==> config.mk <==
export PLATFORM = sky130hd
export DESIGN_NAME = atlas_blit_edge_padding
export DESIGN_NICKNAME = d
export VERILOG_FILES = /design/src/rtl/abep_pkg.sv /design/src/rtl/abep_fifo.sv /design/src/rtl/abep_front.sv /design/src/rtl/abep_back.sv /design/src/rtl/atlas_blit_edge_padding.sv
export SDC_FILE = /design/constraint.sdc
export NUM_CORES = 1
export LEC_CHECK = 0
export ABC_AREA = 1
export BUFFER_PORTS_ARGS = -buffer_cell sky130_fd_sc_hd__buf_2
export CAP_MARGIN = 25
export CORE_UTILIZATION = 48
export DETAILED_ROUTE_END_ITERATION = 8
export GPL_TIMING_DRIVEN = 0
export HOLD_SLACK_MARGIN = 0.12
export PLACE_DENSITY = 0.69
export SETUP_SLACK_MARGIN = 0.4
export SLEW_MARGIN = 20
export SYNTH_ARGS = -nofsm -noshare
export SYNTH_HDL_FRONTEND = slang
export SYNTH_SLANG_ARGS = --single-unit
export TNS_END_PERCENT = 50
==> constraint.sdc <==
create_clock -name clk_i -period 6.1 [get_ports clk_i]
set_input_delay 1.22 -clock clk_i [delete_from_list [all_inputs] [get_ports clk_i]]
set_output_delay 1.22 -clock clk_i [all_outputs]
set_load 0.01 [all_outputs]
==> src/rtl/abep_pkg.sv <==
`default_nettype none
package abep_pkg;

  localparam int MAX_DIM    = 4096;
  localparam int MAX_PAD    = 7;
  localparam int MAX_WRITES = 64;

  localparam int DIM_W   = 13;
  localparam int POS_W   = 12;
  localparam int PAD_W   = 3;
  localparam int CH_W    = 3;
  localparam int ADDR_W  = 24;
  localparam int WORD_W  = 32;
  localparam int SPAN_W  = 4;
  localparam int CNT_W   = $clog2(MAX_WRITES);
  localparam int CFG_W   = 13;
  localparam int IDX_W   = 3;
  localparam int QDEPTH  = 4;

  localparam logic [CH_W-1:0] CH_GRAY = 3'd1;
  localparam logic [CH_W-1:0] CH_RGB  = 3'd3;
  localparam logic [CH_W-1:0] CH_RGBA = 3'd4;

  localparam logic [23:0] RGB_FILL   = 24'hFF_FFFF;
  localparam logic [7:0]  ALPHA_FILL = 8'hFF;

  typedef enum logic [IDX_W-1:0] {
    REG_ATLAS_WIDTH   = 3'd0,
    REG_DEST_X        = 3'd1,
    REG_DEST_Y        = 3'd2,
    REG_IMAGE_WIDTH   = 3'd3,
    REG_IMAGE_HEIGHT  = 3'd4,
    REG_PAD_SIZE      = 3'd5,
    REG_CHANNEL_COUNT = 3'd6
  } cfg_reg_e;

  typedef struct packed {
    logic [7:0] byte_zero;
    logic [7:0] byte_one;
    logic [7:0] byte_two;
    logic [7:0] byte_three;
  } in_t;

  typedef struct packed {
    logic [ADDR_W-1:0] write_addr;
    logic [WORD_W-1:0] write_word;
    logic              burst_end;
  } out_t;

  typedef struct packed {
    logic [DIM_W-1:0] atlas_width;
    logic [POS_W-1:0] dest_x;
    logic [POS_W-1:0] dest_y;
    logic [DIM_W-1:0] image_width;
    logic [DIM_W-1:0] image_height;
    logic [PAD_W-1:0] pad_size;
    logic [CH_W-1:0]  channel_count;
  } cfg_t;

  // One burst of writes for the back end.
  typedef struct packed {
    logic [ADDR_W-1:0] base_addr;
    logic [WORD_W-1:0] word;
    logic [SPAN_W-1:0] rows;
    logic [SPAN_W-1:0] cols;
  } job_t;

  function automatic logic [DIM_W-1:0] clamp_dim(input logic [DIM_W-1:0] v);
    logic [DIM_W-1:0] r;
    if (v == '0) begin
      r = DIM_W'(1);
    end else if (v > DIM_W'(MAX_DIM)) begin
      r = DIM_W'(MAX_DIM);
    end else begin
      r = v;
    end
    return r;
  endfunction

endpackage
`default_nettype wire

==> src/rtl/abep_fifo.sv <==
`default_nettype none
module abep_fifo import abep_pkg::*; (
  input  wire logic clk_i,
  input  wire logic rst_ni,
  input  wire logic push_i,
  input  wire job_t push_data_i,
  output logic      full_o,
  input  wire logic pop_i,
  output job_t      pop_data_o,
  output logic      empty_o
);

  localparam int PTR_W = $clog2(QDEPTH);

  job_t               mem_q [QDEPTH];
  logic [PTR_W-1:0]   wr_ptr_q, rd_ptr_q;
  logic [PTR_W:0]     count_q;

  assign full_o     = (count_q == (PTR_W+1)'(QDEPTH));
  assign empty_o    = (count_q == '0);
  assign pop_data_o = mem_q[rd_ptr_q];

  always_ff @(posedge clk_i) begin
    if (push_i) begin
      mem_q[wr_ptr_q] <= push_data_i;
    end
  end

  always_ff @(posedge clk_i or negedge rst_ni) begin
    if (!rst_ni) begin
      wr_ptr_q <= '0;
      rd_ptr_q <= '0;
      count_q  <= '0;
    end else begin
      if (push_i) wr_ptr_q <= wr_ptr_q + PTR_W'(1);
      if (pop_i)  rd_ptr_q <= rd_ptr_q + PTR_W'(1);
      case ({push_i, pop_i})
        2'b10:   count_q <= count_q + (PTR_W+1)'(1);
        2'b01:   count_q <= count_q - (PTR_W+1)'(1);
        default: count_q <= count_q;
      endcase
    end
  end

endmodule
`default_nettype wire

==> src/rtl/abep_front.sv <==
`default_nettype none
module abep_front import abep_pkg::*; (
  input  wire logic clk_i,
  input  wire logic rst_ni,
  input  wire cfg_t cfg_i,
  input  wire logic pos_clr_i,
  input  wire logic in_valid_i,
  output logic      in_ready_o,
  input  wire in_t  in_data_i,
  output logic      push_o,
  output job_t      push_data_o,
  input  wire logic full_i
);

  logic [POS_W-1:0] col_q, row_q, col_d, row_d;

  logic [DIM_W-1:0] w, h, wm1, hm1, rr;
  logic             stale, first_col, last_col, first_row, last_row;
  logic [POS_W-1:0] c, r;
  logic [WORD_W-1:0] word;
  logic             supported, accept;

  // Stage 1: classified pixel.
  logic              s1_v_q;
  logic [WORD_W-1:0] s1_word_q;
  logic [ADDR_W-1:0] s1_x_q, s1_y_q;
  logic [SPAN_W-1:0] s1_rows_q, s1_cols_q;
  // Stage 2: row product ready.
  logic              s2_v_q;
  logic [WORD_W-1:0] s2_word_q;
  logic [ADDR_W-1:0] s2_x_q, s2_prod_q;
  logic [SPAN_W-1:0] s2_rows_q, s2_cols_q;

  logic [ADDR_W+DIM_W-1:0] prod;
  logic s1_adv, s2_take;
  logic [SPAN_W-1:0] pad_span;

  always_comb begin
    w   = clamp_dim(cfg_i.image_width);
    h   = clamp_dim(cfg_i.image_height);
    wm1 = w - DIM_W'(1);
    hm1 = h - DIM_W'(1);
    stale = ({1'b0, col_q} >= w);
    c  = stale ? '0 : col_q;
    rr = stale ? ({1'b0, row_q} + DIM_W'(1)) : {1'b0, row_q};
    r  = (rr >= h) ? '0 : rr[POS_W-1:0];
    first_col = (c == '0);
    last_col  = ({1'b0, c} == wm1);
    first_row = (r == '0);
    last_row  = ({1'b0, r} == hm1);
    pad_span  = {1'b0, cfg_i.pad_size};
  end

  always_comb begin
    supported = 1'b1;
    case (cfg_i.channel_count)
      CH_GRAY: word = {in_data_i.byte_zero, RGB_FILL};
      CH_RGB:  word = {ALPHA_FILL, in_data_i.byte_two, in_data_i.byte_one,
                       in_data_i.byte_zero};
      CH_RGBA: word = {in_data_i.byte_three, in_data_i.byte_two, in_data_i.byte_one,
                       in_data_i.byte_zero};
      default: begin
        word      = '0;
        supported = 1'b0;
      end
    endcase
  end

  assign push_o      = s2_v_q && !full_i;
  assign s2_take     = !s2_v_q || push_o;
  assign s1_adv      = !s1_v_q || s2_take;
  assign in_ready_o  = s1_adv;
  assign accept      = in_valid_i && in_ready_o;
  assign prod        = s1_y_q * cfg_i.atlas_width;

  assign push_data_o.base_addr = s2_x_q + s2_prod_q;
  assign push_data_o.word      = s2_word_q;
  assign push_data_o.rows      = s2_rows_q;
  assign push_data_o.cols      = s2_cols_q;

  // Advance the raster position past the accepted pixel, or clear it on pos_clr_i.
  always_comb begin
    col_d = col_q;
    row_d = row_q;
    if (pos_clr_i) begin
      col_d = '0;
      row_d = '0;
    end else if (accept) begin
      if (last_col) begin
        col_d = '0;
        row_d = last_row ? '0 : r + POS_W'(1);
      end else begin
        col_d = c + POS_W'(1);
        row_d = r;
      end
    end
  end

  always_ff @(posedge clk_i or negedge rst_ni) begin
    if (!rst_ni) begin
      col_q  <= '0;
      row_q  <= '0;
      s1_v_q <= 1'b0;
      s2_v_q <= 1'b0;
    end else begin
      col_q <= col_d;
      row_q <= row_d;
      if (s1_adv) s1_v_q <= accept && supported;
      if (s2_take) s2_v_q <= s1_v_q;
    end
  end

  always_ff @(posedge clk_i) begin
    if (s1_adv) begin
      s1_word_q <= word;
      s1_x_q    <= ADDR_W'(cfg_i.dest_x) + ADDR_W'(c)
                   - (first_col ? ADDR_W'(cfg_i.pad_size) : '0);
      s1_y_q    <= ADDR_W'(cfg_i.dest_y) + ADDR_W'(r)
                   - (first_row ? ADDR_W'(cfg_i.pad_size) : '0);
      s1_rows_q <= SPAN_W'(1) + (first_row ? pad_span : '0) + (last_row ? pad_span : '0);
      s1_cols_q <= SPAN_W'(1) + (first_col ? pad_span : '0) + (last_col ? pad_span : '0);
    end
    if (s2_take) begin
      s2_word_q <= s1_word_q;
      s2_x_q    <= s1_x_q;
      s2_prod_q <= prod[ADDR_W-1:0];
      s2_rows_q <= s1_rows_q;
      s2_cols_q <= s1_cols_q;
    end
  end

endmodule
`default_nettype wire

==> src/rtl/abep_back.sv <==
`default_nettype none
module abep_back import abep_pkg::*; (
  input  wire logic             clk_i,
  input  wire logic             rst_ni,
  input  wire logic [DIM_W-1:0] atlas_width_i,
  input  wire logic             empty_i,
  input  wire job_t             job_i,
  output logic                  pop_o,
  output logic                  out_valid_o,
  input  wire logic             out_ready_i,
  output out_t                  out_data_o
);

  logic              busy_q, out_valid_q;
  out_t              out_q;
  logic [WORD_W-1:0] word_q;
  logic [ADDR_W-1:0] row_addr_q, cur_addr_q, next_row_addr;
  logic [SPAN_W-1:0] rows_q, cols_q, row_i_q, col_i_q;
  logic [CNT_W-1:0]  cnt_q;
  logic              advance, emit, last_col, last;

  assign advance       = !out_valid_q || out_ready_i;
  assign emit          = advance && busy_q;
  assign pop_o         = !busy_q && !empty_i;
  assign last_col      = (col_i_q == cols_q - SPAN_W'(1));
  assign last          = (last_col && (row_i_q == rows_q - SPAN_W'(1)))
                         || (cnt_q == CNT_W'(MAX_WRITES - 1));
  assign next_row_addr = row_addr_q + ADDR_W'(atlas_width_i);
  assign out_valid_o   = out_valid_q;
  assign out_data_o    = out_q;

  always_ff @(posedge clk_i or negedge rst_ni) begin
    if (!rst_ni) begin
      busy_q      <= 1'b0;
      out_valid_q <= 1'b0;
    end else begin
      if (advance) out_valid_q <= busy_q;
      if (pop_o) begin
        busy_q <= 1'b1;
      end else if (emit && last) begin
        busy_q <= 1'b0;
      end
    end
  end

  always_ff @(posedge clk_i) begin
    if (emit) begin
      out_q.write_addr <= cur_addr_q;
      out_q.write_word <= word_q;
      out_q.burst_end  <= last;
    end
    if (pop_o) begin
      word_q     <= job_i.word;
      row_addr_q <= job_i.base_addr;
      cur_addr_q <= job_i.base_addr;
      rows_q     <= job_i.rows;
      cols_q     <= job_i.cols;
      row_i_q    <= '0;
      col_i_q    <= '0;
      cnt_q      <= '0;
    end else if (emit) begin
      cnt_q <= cnt_q + CNT_W'(1);
      if (last_col) begin
        col_i_q    <= '0;
        row_i_q    <= row_i_q + SPAN_W'(1);
        row_addr_q <= next_row_addr;
        cur_addr_q <= next_row_addr;
      end else begin
        col_i_q    <= col_i_q + SPAN_W'(1);
        cur_addr_q <= cur_addr_q + ADDR_W'(1);
      end
    end
  end

endmodule
`default_nettype wire

==> src/rtl/atlas_blit_edge_padding.sv <==
`default_nettype none
// Atlas blit with clamp-to-edge padding. Feed the pixels of one image in raster
// order on in_*; each pixel produces the atlas writes (pixel index, RGBA word) whose
// clamped source is that pixel, row-major ascending, with burst_end on the last
// write of the pixel (a burst is cut at 64 writes). Program the registers on cfg_*
// only while the block is idle; any write to a known index restarts the raster
// position at the top-left pixel. Pixels with an unsupported channel count are
// consumed and emit nothing. Timing: the front end accepts one item per cycle
// while its two-stage pipeline and the four-entry job queue have room; the back
// end loads one job at a time and makes all its writes before it takes the next,
// so an interior pixel makes one write, an edge pixel 1 + pad writes and a corner
// (1 + pad)^2. The write loop of the back end sets the sustained rate.
module atlas_blit_edge_padding import abep_pkg::*; (
  input  wire logic             clk_i,
  input  wire logic             rst_ni,
  input  wire logic             cfg_valid_i,
  output logic                  cfg_ready_o,
  input  wire logic [IDX_W-1:0] cfg_index_i,
  input  wire logic [CFG_W-1:0] cfg_data_i,
  input  wire logic             in_valid_i,
  output logic                  in_ready_o,
  input  wire in_t              in_data_i,
  output logic                  out_valid_o,
  input  wire logic             out_ready_i,
  output out_t                  out_data_o
);

  cfg_t cfg_q;
  logic cfg_wr, pos_clr;
  logic push, full, pop, empty;
  job_t push_data, pop_data;

  // Writes are always taken; it is up to the user that the block is idle whenever one arrives.
  assign cfg_ready_o = 1'b1;
  assign cfg_wr      = cfg_valid_i && cfg_ready_o;

  always_comb begin
    pos_clr = 1'b0;
    if (cfg_wr) begin
      case (cfg_reg_e'(cfg_index_i))
        REG_ATLAS_WIDTH, REG_DEST_X, REG_DEST_Y, REG_IMAGE_WIDTH,
        REG_IMAGE_HEIGHT, REG_PAD_SIZE, REG_CHANNEL_COUNT: pos_clr = 1'b1;
        default: pos_clr = 1'b0;
      endcase
    end
  end

  // Hold the register file; drop writes to unknown indexes.
  always_ff @(posedge clk_i or negedge rst_ni) begin
    if (!rst_ni) begin
      cfg_q.atlas_width   <= DIM_W'(MAX_DIM);
      cfg_q.dest_x        <= '0;
      cfg_q.dest_y        <= '0;
      cfg_q.image_width   <= DIM_W'(1);
      cfg_q.image_height  <= DIM_W'(1);
      cfg_q.pad_size      <= '0;
      cfg_q.channel_count <= CH_RGBA;
    end else if (cfg_wr) begin
      case (cfg_reg_e'(cfg_index_i))
        REG_ATLAS_WIDTH:   cfg_q.atlas_width   <= cfg_data_i[DIM_W-1:0];
        REG_DEST_X:        cfg_q.dest_x        <= cfg_data_i[POS_W-1:0];
        REG_DEST_Y:        cfg_q.dest_y        <= cfg_data_i[POS_W-1:0];
        REG_IMAGE_WIDTH:   cfg_q.image_width   <= cfg_data_i[DIM_W-1:0];
        REG_IMAGE_HEIGHT:  cfg_q.image_height  <= cfg_data_i[DIM_W-1:0];
        REG_PAD_SIZE:      cfg_q.pad_size      <= cfg_data_i[PAD_W-1:0];
        REG_CHANNEL_COUNT: cfg_q.channel_count <= cfg_data_i[CH_W-1:0];
        default:           cfg_q               <= cfg_q;
      endcase
    end
  end

  // Front end: classify each pixel and compute the start address of its burst.
  abep_front u_front (
    .clk_i       (clk_i),
    .rst_ni      (rst_ni),
    .cfg_i       (cfg_q),
    .pos_clr_i   (pos_clr),
    .in_valid_i  (in_valid_i),
    .in_ready_o  (in_ready_o),
    .in_data_i   (in_data_i),
    .push_o      (push),
    .push_data_o (push_data),
    .full_i      (full)
  );

  // Job queue decouples classification from the write loop.
  abep_fifo u_fifo (
    .clk_i       (clk_i),
    .rst_ni      (rst_ni),
    .push_i      (push),
    .push_data_i (push_data),
    .full_o      (full),
    .pop_i       (pop),
    .pop_data_o  (pop_data),
    .empty_o     (empty)
  );

  // Back end: walk each burst one write per cycle into the output register while the output is not stalled.
  abep_back u_back (
    .clk_i         (clk_i),
    .rst_ni        (rst_ni),
    .atlas_width_i (cfg_q.atlas_width),
    .empty_i       (empty),
    .job_i         (pop_data),
    .pop_o         (pop),
    .out_valid_o   (out_valid_o),
    .out_ready_i   (out_ready_i),
    .out_data_o    (out_data_o)
  );

endmodule
`default_nettype wire

# Yosys cells after proc, flatten, opt, wreduce, memory -nomap -nowiden
# Memories as Yosys holds them, arrays and structs flattened.
# Index checks and enable logic that the tools add are counted.
[classes] magnitude_cmp=4 mul=1 add_sub_neg=25 eq_ne=17 n_mux=36 reduce_logical=39
[op_table] op="$mux 24" count=6
[op_table] op="$mux 12" count=9
[op_table] op="$pmux 32 s3" count=1
[op_table] op="$mux 13" count=5
[op_table] op="$sub 24x24->24" count=2
[op_table] op="$add 12x12->13" count=2
[op_table] op="$eq 12x13->1" count=2
[op_table] op="$gt 13x13->1 const B" count=2
[op_table] op="$logic_not 13->1" count=2
[op_table] op="$sub 13x1->13 const B" count=2
[op_table] op="$add 12x1->12 const B" count=2
[op_table] op="$add 24x1->24 const B" count=1
[op_table] op="$add 24x13->24" count=1
[op_table] op="$add 24x24->24" count=1
[op_table] op="$logic_not 12->1" count=2
[op_table] op="$mul 24x13->24" count=1
[op_table] op="$mux 3" count=6
[op_table] op="$reduce_and 2->1" count=9
[op_table] op="$eq 3x3->1 const B" count=5
[op_table] op="$add 12x1->13 const B" count=1
[op_table] op="$ge 12x13->1" count=1
[op_table] op="$ge 13x13->1" count=1
[op_table] op="$reduce_bool 2->1" count=5
[op_table] op="$eq 3x2->1 const B" count=3
[op_table] op="22 further kinds" count=50
[totals] memories=1 inputBits=53 ramBits=256 register_bits=439 out_inout_bits=60 elab_cells=160
[mem_list] memory="u_fifo.mem_q" depth=4 word_bits=64 read_ports=1 rd_ports_with_merged_regs=0 wr=1 line_no="abep_fifo.sv:15" rtl="job_t mem_q [QDEPTH];"

# Logic depth before layout (Yosys ltp)
# Gate-level depths: netlist of the first run.
[logic_depth] word_depth=12 depth_mapped=47 mapped_depth_nobuf=45

# Cells and area by module
# Synthesis of the first run repeated with hierarchy kept, for this count alone.
[hier_totals] hier_cells=4146 area_unflattened_um2=40282.4
[by_module_without_submodules] module="abep_front" seq_area_each_um2=5034.8 n_inst=1 cells_per_inst=2201 area_per_inst_um2=18238.7
[by_module_without_submodules] module="abep_fifo" seq_area_each_um2=7862.5 n_inst=1 cells_per_inst=796 area_per_inst_um2=11262.1
[by_module_without_submodules] module="abep_back" seq_area_each_um2=4684.5 n_inst=1 cells_per_inst=830 area_per_inst_um2=7963.9
[by_module_without_submodules] module="atlas_blit_edge_padding" seq_area_each_um2=1731.7 n_inst=1 cells_per_inst=319 area_per_inst_um2=2817.7

# Worst setup path after synthesis of the first run
# Ideal clock, no wire load.
[synth_path] path_type="register to register" startpoint="register cfg_q[21] in the netlist's numbering" endpoint="register u_front.s1_y_q[11], data pin" period_less_slack_ns=6.127 setup_ns=0.260 slack_ns=-0.027 path_stages_with_launch=40 t_arrival_ns=5.868 path_buffers=2 required_ns=5.840 cell_sequence="dfrtp_1 > or2_1 > nor2_1 > nand2_2 > a21boi_0 > inv_1 > ha_1 > nand2_1 > nand2_1 > a21oi_1 > nand2_1 > nand2_2 > buf_1 > nand4_1 > nand2_1 > inv_1 > ha_1 > nand2_1 > [4 not listed] > nand2_1 > nor2_1 > buf_2 > nand2_1 > inv_1 > ha_1 > fa_1 > ha_1 > nand2_1 > nor2_1 > a211oi_1 > nand2_1 > nor2_1 > nand3_1 > nand3b_1 > nor2_1 > nand2_1 > xnor2_1"
[synth_via] elab_chain_cells=10 word_cells_on_any_way=12 cone_classes="2 x add/sub; 3 x order compare; 5 x mux; 2 x reduce/logical"
[synth_lines] item="start: declaration" line_no="atlas_blit_edge_padding.sv:28" rtl="cfg_t cfg_q;"
[synth_lines] item="start signal: assignment" line_no="atlas_blit_edge_padding.sv:67" rtl="default: cfg_q <= cfg_q;"
[synth_lines] item="$gt 13x13->1" line_no="abep_pkg.sv:72" rtl="end else if (v > DIM_W'(MAX_DIM)) begin"
[synth_lines] item="$mux 13" line_no="abep_pkg.sv:72"
[synth_lines] item="$mux 13 *" line_no="abep_pkg.sv:70" rtl="if (v == '0) begin"
[synth_lines] item="$ge 12x13->1 *" line_no="abep_front.sv:43" rtl="stale = ({1'b0, col_q} >= w);"
[synth_lines] item="$mux 13 *" line_no="abep_front.sv:45" rtl="rr = stale ? ({1'b0, row_q} + DIM_W'(1)) : {1'b0, row_q};"
[synth_lines] item="$ge 13x13->1" line_no="abep_front.sv:46" rtl="r = (rr >= h) ? '0 : rr[POS_W-1:0];"
[synth_lines] item="$mux 12 *" line_no="abep_front.sv:46"
[synth_lines] item="branches (longest 2 deep; another with $add 12x12->13)"
[synth_lines] item="$sub 24x24->24 *" line_no="abep_front.sv:119" rtl="- (first_row ? ADDR_W'(cfg_i.pad_size) : '0);"
[synth_lines] item="end signal: assignment" line_no="abep_front.sv:118" rtl="s1_y_q <= ADDR_W'(cfg_i.dest_y) + ADDR_W'(r)"
[synth_lines] item="end: declaration" line_no="abep_front.sv:26" rtl="logic [ADDR_W-1:0] s1_x_q, s1_y_q;"
# Mark *: on every way between the ends.
# A chain may end at the register's enable or synchronous reset.

# Final worst setup path of the first run
[layout_path] startpoint="register cfg_q[20] in the netlist's numbering" endpoint="register u_front.s1_y_q[10], data pin"
# Same word-level chain as after synthesis.

==> results of run 1 <==
-- path summary, 6_finish.rpt --
path | cells past startpoint | to | from
min | 0 | u_front.s2_x_q[4] | u_front.s1_x_q[4]
min reg2reg | 0 | u_front.s2_x_q[4] | u_front.s1_x_q[4]
max in group asynchronous | 2 | cfg_q[23] | rst_ni
max | 40 | u_front.s1_y_q[10] | cfg_q[20]
min in group asynchronous | 1 | cfg_q[13] | rst_ni
max reg2reg | 40 | u_front.s1_y_q[10] | cfg_q[20]
-- logic make-up (layout without fill, tap and decap cells) --
kind of cell	Yosys count	after routing	share of synthesized area, %
AOI/OAI and AO/OA	573	573	8.109
xor gates and xnor gates	177	177	4.000
adders and majority gates	338	338	14.36
buffers and inverters	669	1012	6.602
DFF	686	686	51.46
other	1	1	0.009676
and+or+nand+nor	1445	1445	15.46
-- cell usage after synthesis, types with 14 or more instances --
master      n
nand2_1   864
edfxtp_1  568
inv_1     530
o21ai_0   317
nor2_1    302
fa_1      178
ha_1      160
nand3_1   130
xor2_1    118
a21oi_1   115
clkbuf_1  111
dfrtp_1   100
o22ai_1    72
xnor2_1    59
nand4_1    57
nor3_1     35
dfxtp_1    14
-- per-stage QoR --
step	total power, mW	setup TNS (ns)	worst slack, ns	hold slack, ns
floorplan	15.29	0	0.1962	0.4003
global placement	18.03	-191.00	-2.454	0.4006
detailed placement	18.31	-15.60	-1.042	0.4045
CTS	23.33	-0.007451	-0.007451	0.4006
global route	25.46	-4.693	-0.4076	0.4094
finish	23.70	-0.3403	-0.08221	0.4047
-- layout by cell type, fill, tap and decap left out, types with 108 or more instances in the layout --
master    synthesis  routed
fa_1            178     175
a21oi_1         115     108
o21ai_0         317     313
nor2_1          302     281
nand2_1         864     825
xor2_1          118     116
ha_1            160     135
buf_2             4     111
nand3_1         130     115
inv_1           530     507
edfxtp_1        568     568
-- power breakdown --
part / internal [mW] / leakage [nW] / switching [mW]
Sequential: 7.02 / 7.06 / 0.647
Combinational: 4.38 / 11.5 / 7.29
Clock: 2.48 / 1.14 / 1.88
Total: 13.9 / 19.7 / 9.82
-- metal layers --
layer / up-vias / global-route usage, % / wire (um)
met2: 1034 / 39.79 / 47330
met3: 204 / 3.736 / 6755
met5: - / 0 / 0
met4: 0 / 7.620 / 3175
li1: 13480 / - / -
met1: 13660 / 31.18 / 40300
-- worst max-delay path, delay by kind of cell, from the launching register on --
kind,cells,cell delay [ns]
XOR/XNOR,1,0.11
adder cells (fa/ha/maj),4,1.11
buffers and inverters,10,1.07
flip-flops,1,0.39
AND/OR/NAND/NOR,25,3.23
-- sequential cells by signal, indices dropped and copies added, names as in the netlist, 6 cells and up --
| register | flops |
|---|---|
| u_back.word_q | 32 |
| u_front.s1_x_q | 21 |
| u_front.s1_word_q | 32 |
| u_back.out_data_o | 57 |
| u_back.cnt_q | 6 |
| u_back.cur_addr_q | 24 |
| u_front.col_q | 12 |
| u_front.s2_x_q | 21 |
| u_front.s1_y_q | 21 |
| u_back.row_addr_q | 24 |
| cfg_q | 69 |
| u_front.s2_word_q | 32 |
| u_fifo.mem_q | 256 |
| u_front.row_q | 12 |
| u_front.s2_prod_q | 24 |
-- what timing repair did --
| item | in CTS | in global routing |
|---|---|---|
| buffers inserted | 55 | 21 |
| gates resized for setup | 143 | 143 |
| cloned | 2 | 0 |
| endpoints found under the setup margin | 40 | 41 |
| pin swaps | 56 | 56 |
-- final cells by class --
type                    instances  area [um^2]
plain buffers                 127        673.1
inverters                     542         2067
clock buffers                  87         1901
flip-flops and latches        686        19960
clock inverters                43        485.5
well taps                    1050         1314
repair buffers                213         1647
multi-input cells            2534        17170
fillers                      6654        34170
==> results_dict.tcl, run 1 <==
set metrics [dict create \
    status "finished, violations left" \
    violations "setup timing" \
    r2r_setup_slack_ns -0.08 \
    crit_type "flip-flop to flip-flop" \
    cp_data_required_time_ns 6.49 \
    synthArstFlopShare_pct 15.16 \
    syn_area_um2 38760 \
    synth_largest_area_cell "edfxtp_1" \
    final_area_um2 45220 \
    diodes 0 \
    hold_viol 0 \
    cts.sinks 686 \
    final_util_pct 56.96 \
    route.detailed.drc 0 \
    yosysUniqueCellTypes 59 \
    drtIter0Drc 2435 \
    routed_via_density 5.374 \
    dr.pass1.iters 6 \
    crit_fanout 7 \
    portBuffers 111 \
    cts_hold_buf 0 \
    max-cap-violations 0 \
    final.setup.worst_slack_ns -0.08221 \
    vias 28380 \
    end_kind "flip-flop" \
    gp_congestion 0.9393 \
    antenna_found_initial 1 \
    netlist.area_leader.share_pct 44.01 \
    grt_max_degree 65 \
    fp.dieW_um 286.2 \
    synth-edff-count 568 \
    io_pins 113 \
    die-area_um2 81880 \
    syn_nets 4280 \
    vdd_drop_max_v 0.0003280 \
    clk_pin_slew_ns 0.06 \
    grt_pass1_wl_mm 150.4 \
    fin_cells 5282 \
    p_leak_nw 19.70 \
    routedWlPerCell_um 18.47 \
    core_um2 79390 \
    rows 103 \
    fmax_ghz 0.1618 \
    grt_pass1_vias 27390 \
    grt_use_total_pct 23.59 \
    yosysSeqAreaShare_pct 51.46 \
    dieHeight_um 286.2 \
    clockBufferDepth 3 \
    ys_ff_latch 686 \
    insertion_delay_ns 0.63 \
    hpwl_mm 70.87 \
    rsz0062_at_grt "yes" \
    max_stage_delay_ns 0.39 \
    yosys-top-cells-area "edfxtp_1, fa_1, nand2_1" \
    power-per-cell-area_nw_per_um2 524.1 \
    start_kind "flip-flop" \
    synth_cells 3889 \
    finalCritPeriodShare_pct 101.3 \
    htreeDepth 3 \
    max_slew.worst_pin.slew_ns 0.7594 \
    min_period_ns 6.182 \
    max-slew-margin-rel_pct 49.37 \
    overflow 0 \
    drive_above_1_share_pct 13.71 \
    syn_area_per_cell_um2 9.966 \
    skew_ns 0.05083 \
    crit_arrival_ns 6.57 \
    slew_violations 0 \
    post_dp_cell_area_um2 41180 \
    syn_to_final_growth_pct 16.66 \
    nets 4566 \
    cts_tree "done" \
    start_util_pct 48.82 \
    hp-class "flip-flop to flip-flop" \
    yosys_most_used_dff "edfxtp_1" \
    yosysWarnings 0 \
    numCtsBuffers 71 \
    dp_cells 5072 \
    ant_nets 0 \
    critPathSlowestCell "dfrtp_1" \
    finalSetupViolations 7 \
    root_buffer "clkbuf_16" \
    routed_wl_mm 97.56 \
]
Note: power is estimated with default switching activity, not from simulation.
==> run 2, diff against run 1 <==
--- a/config.mk
+++ b/config.mk
@@ -12,7 +12,7 @@
 export DETAILED_ROUTE_END_ITERATION = 8
 export GPL_TIMING_DRIVEN = 0
 export HOLD_SLACK_MARGIN = 0.12
-export PLACE_DENSITY = 0.69
+export PLACE_DENSITY = 0.66
 export SETUP_SLACK_MARGIN = 0.4
 export SLEW_MARGIN = 20
 export SYNTH_ARGS = -nofsm -noshare
==> constraint.sdc (replaced) <==
create_clock -name clk_i -period 8 [get_ports clk_i]
set_input_delay 1.6 -clock clk_i [delete_from_list [all_inputs] [get_ports clk_i]]
set_output_delay 1.6 -clock clk_i [all_outputs]
set_load 0.01 [all_outputs]
==> run 2 against run 1 <==
Net effect:
- the run now ends clean
- register-to-register slack better by 1.1 ns
- hold slack worse by 0.033 ns
- power down 26%
- count of clock-buffer cells in the layout up 4
- combinational power down 30%
- global-route usage about the same
- core utilization down 1.7 points
- routed wire length down 0.90%
- maximum frequency down 12%
- cell count down 1.3%
- sequential power down 24%
- clock power down 19%
- critical endpoint is now u_front.s1_y_q[11]
==> results_dict.tcl, run 2 (synthesis results as in run 1) <==
set metrics [dict create \
    crit_type "flip-flop to flip-flop" \
    htreeDepth 3 \
    hold_viol 0 \
    largest-register "u_fifo.mem_q" \
    ant_nets 0 \
    hold_path.startpoint "u_front.s1_x_q[4]" \
    worstHoldEndpoint "u_front.s2_x_q[4]" \
    overflow 0 \
    finalSetupViolations 0 \
    cts_tree "done" \
    finalCritPeriodShare_pct 87.68 \
    end_kind "flip-flop" \
    fillers 6918 \
    clockBufferDepth 3 \
    cts.sinks 686 \
    drtIter0Drc 2205 \
    start_util_pct 48.82 \
    start_kind "flip-flop" \
    largest_reg_flops 256 \
    rows 103 \
    seqCellArea_um2 19940 \
    multiInputGateArea_um2 16360 \
    route.detailed.drc 0 \
    hold_depth 0 \
    status "finished clean" \
    insertion_delay_ns 0.65 \
    fp.dieW_um 286.2 \
    post_dp_cell_area_um2 41180 \
    max_stage_delay_ns 0.47 \
    max-cap-violations 0 \
    r2r_setup_slack_ns 0.99 \
    skew_ns 0.05404 \
    syn_to_final_growth_pct 13.10 \
    vdd_drop_max_v 0.0002678 \
    root_buffer "clkbuf_16" \
    cp_data_required_time_ns 8.36 \
    crit_arrival_ns 7.37 \
    final_util_pct 55.22 \
    hp-class "flip-flop to flip-flop" \
    worstRegToRegCells 40 \
    critPathSlowestCell "fa_1" \
    clk_pin_slew_ns 0.06 \
    core_um2 79390 \
    antenna_found_initial 7 \
    slew_violations 0 \
    hpwl_mm 71.76 \
    grt_pass1_vias 27340 \
    gp_congestion 0.9264 \
    portBuffers 111 \
    final_area_um2 43830 \
    crit_fanout 10 \
    min_period_ns 7.015 \
    max_slew.worst_pin.slew_ns 0.9196 \
    vias 27700 \
    final_common_cell "nand2_1" \
    dieHeight_um 286.2 \
    drive_above_1_share_pct 8.049 \
    r2r_end "u_front.s1_y_q[11]" \
    cts_hold_buf 0 \
    p_leak_nw 19.18 \
    die-area_um2 81880 \
    io_pins 113 \
    routedWlPerCell_um 18.54 \
    rsz0062_at_grt "no" \
    reg2reg_from "cfg_q[24]" \
    final_cell_mix "nand2_1, edfxtp_1, inv_1" \
    dr.pass1.iters 7 \
    worstSetupStartpoint "cfg_q[24]" \
    finalSetupTns_ns 0 \
    routed_via_density 5.313 \
    grt_max_degree 71 \
    numCtsBuffers 75 \
    grt_use_total_pct 23.60 \
    cp_common_cell "nand2_1" \
    power-per-cell-area_nw_per_um2 400.6 \
    max-slew-margin-rel_pct 38.69 \
    fmax_ghz 0.1426 \
    routed_wl_mm 96.68 \
    finalPower_mw 17.56 \
    nets 4493 \
    grt_pass1_wl_mm 149.2 \
]
## run 2: changes by cell type in the layout (fill, tap and decap cells not counted), sizes merged
| cell | delta |
|---|---|
| bufinv | +3 |
| diode | +2 |
| clkinv | -3 |
| inv | +3 |
| clkbuf | +8 |
| buf | -81 |
## run 2: cell type report
| type | count | area share [%] |
|---|---|---|
| repair buffers | 136 | 2.441 |
| diodes | 2 | 0.01142 |
| well taps | 1050 | 2.997 |
| flip-flops and latches | 686 | 45.50 |
| inverters | 542 | 4.653 |
| multi-input cells | 2534 | 37.32 |
| clock inverters | 46 | 1.353 |
| plain buffers | 127 | 1.216 |
| clock buffers | 91 | 4.510 |
## run 2: through the flow
step | std cells | hold WS (ns) | setup slack, ns
2_1_floorplan | 3889 | 0.4003 | 1.647
3_3_place_gp | 5050 | 0.4007 | -1.212
3_5_place_dp | 5073 | 0.4045 | 0.6337
4_1_cts | 5210 | 0.3779 | 0.4829
5_1_grt | 5213 | 0.3867 | 0.3773
6_report | 5214 | 0.3719 | 0.9854
## run 2: report_power, final
part           switching (mW)  internal (mW)  total, mW
registers               0.483           5.35       5.84
logic                    5.25           2.94       8.19
clock network            1.48           2.05       3.54
## run 2: per-layer routing
layer / wire length (um) / global-route usage [%] / vias to the layer above
met2: 46800 / 39.88 / 872
met5: 20 / 0 / -
li1: - / - / 13340
met4: 3656 / 9.746 / 4
met3: 5569 / 3.768 / 205
met1: 40630 / 30.25 / 13280
## run 2: worst max-delay path by stage
stage                         endpoint
CTS                 u_front.s1_y_q[11]
global placement            in_ready_o
detailed placement  u_front.s1_y_q[21]
floorplan                   in_ready_o
finish              u_front.s1_y_q[11]
global route        u_front.s1_y_q[12]
## run 2: critical path, delay by kind of cell (launching register included)
| family | cells | cell delay (ns) |
|---|---|---|
| adder cells (fa/ha/maj) | 5 | 1.59 |
| flip-flops | 1 | 0.35 |
| XOR/XNOR | 1 | 0.14 |
| buffers and inverters | 7 | 1.08 |
| AND/OR/NAND/NOR | 24 | 3.05 |
| AO/OA/AOI/OAI | 3 | 0.50 |
## run 2: repair_timing
| action | in CTS | in global routing |
|---|---|---|
| setup endpoints to repair | 0 | 14 |
| buffers inserted | 0 | 1 |
| resized for setup | 0 | 25 |
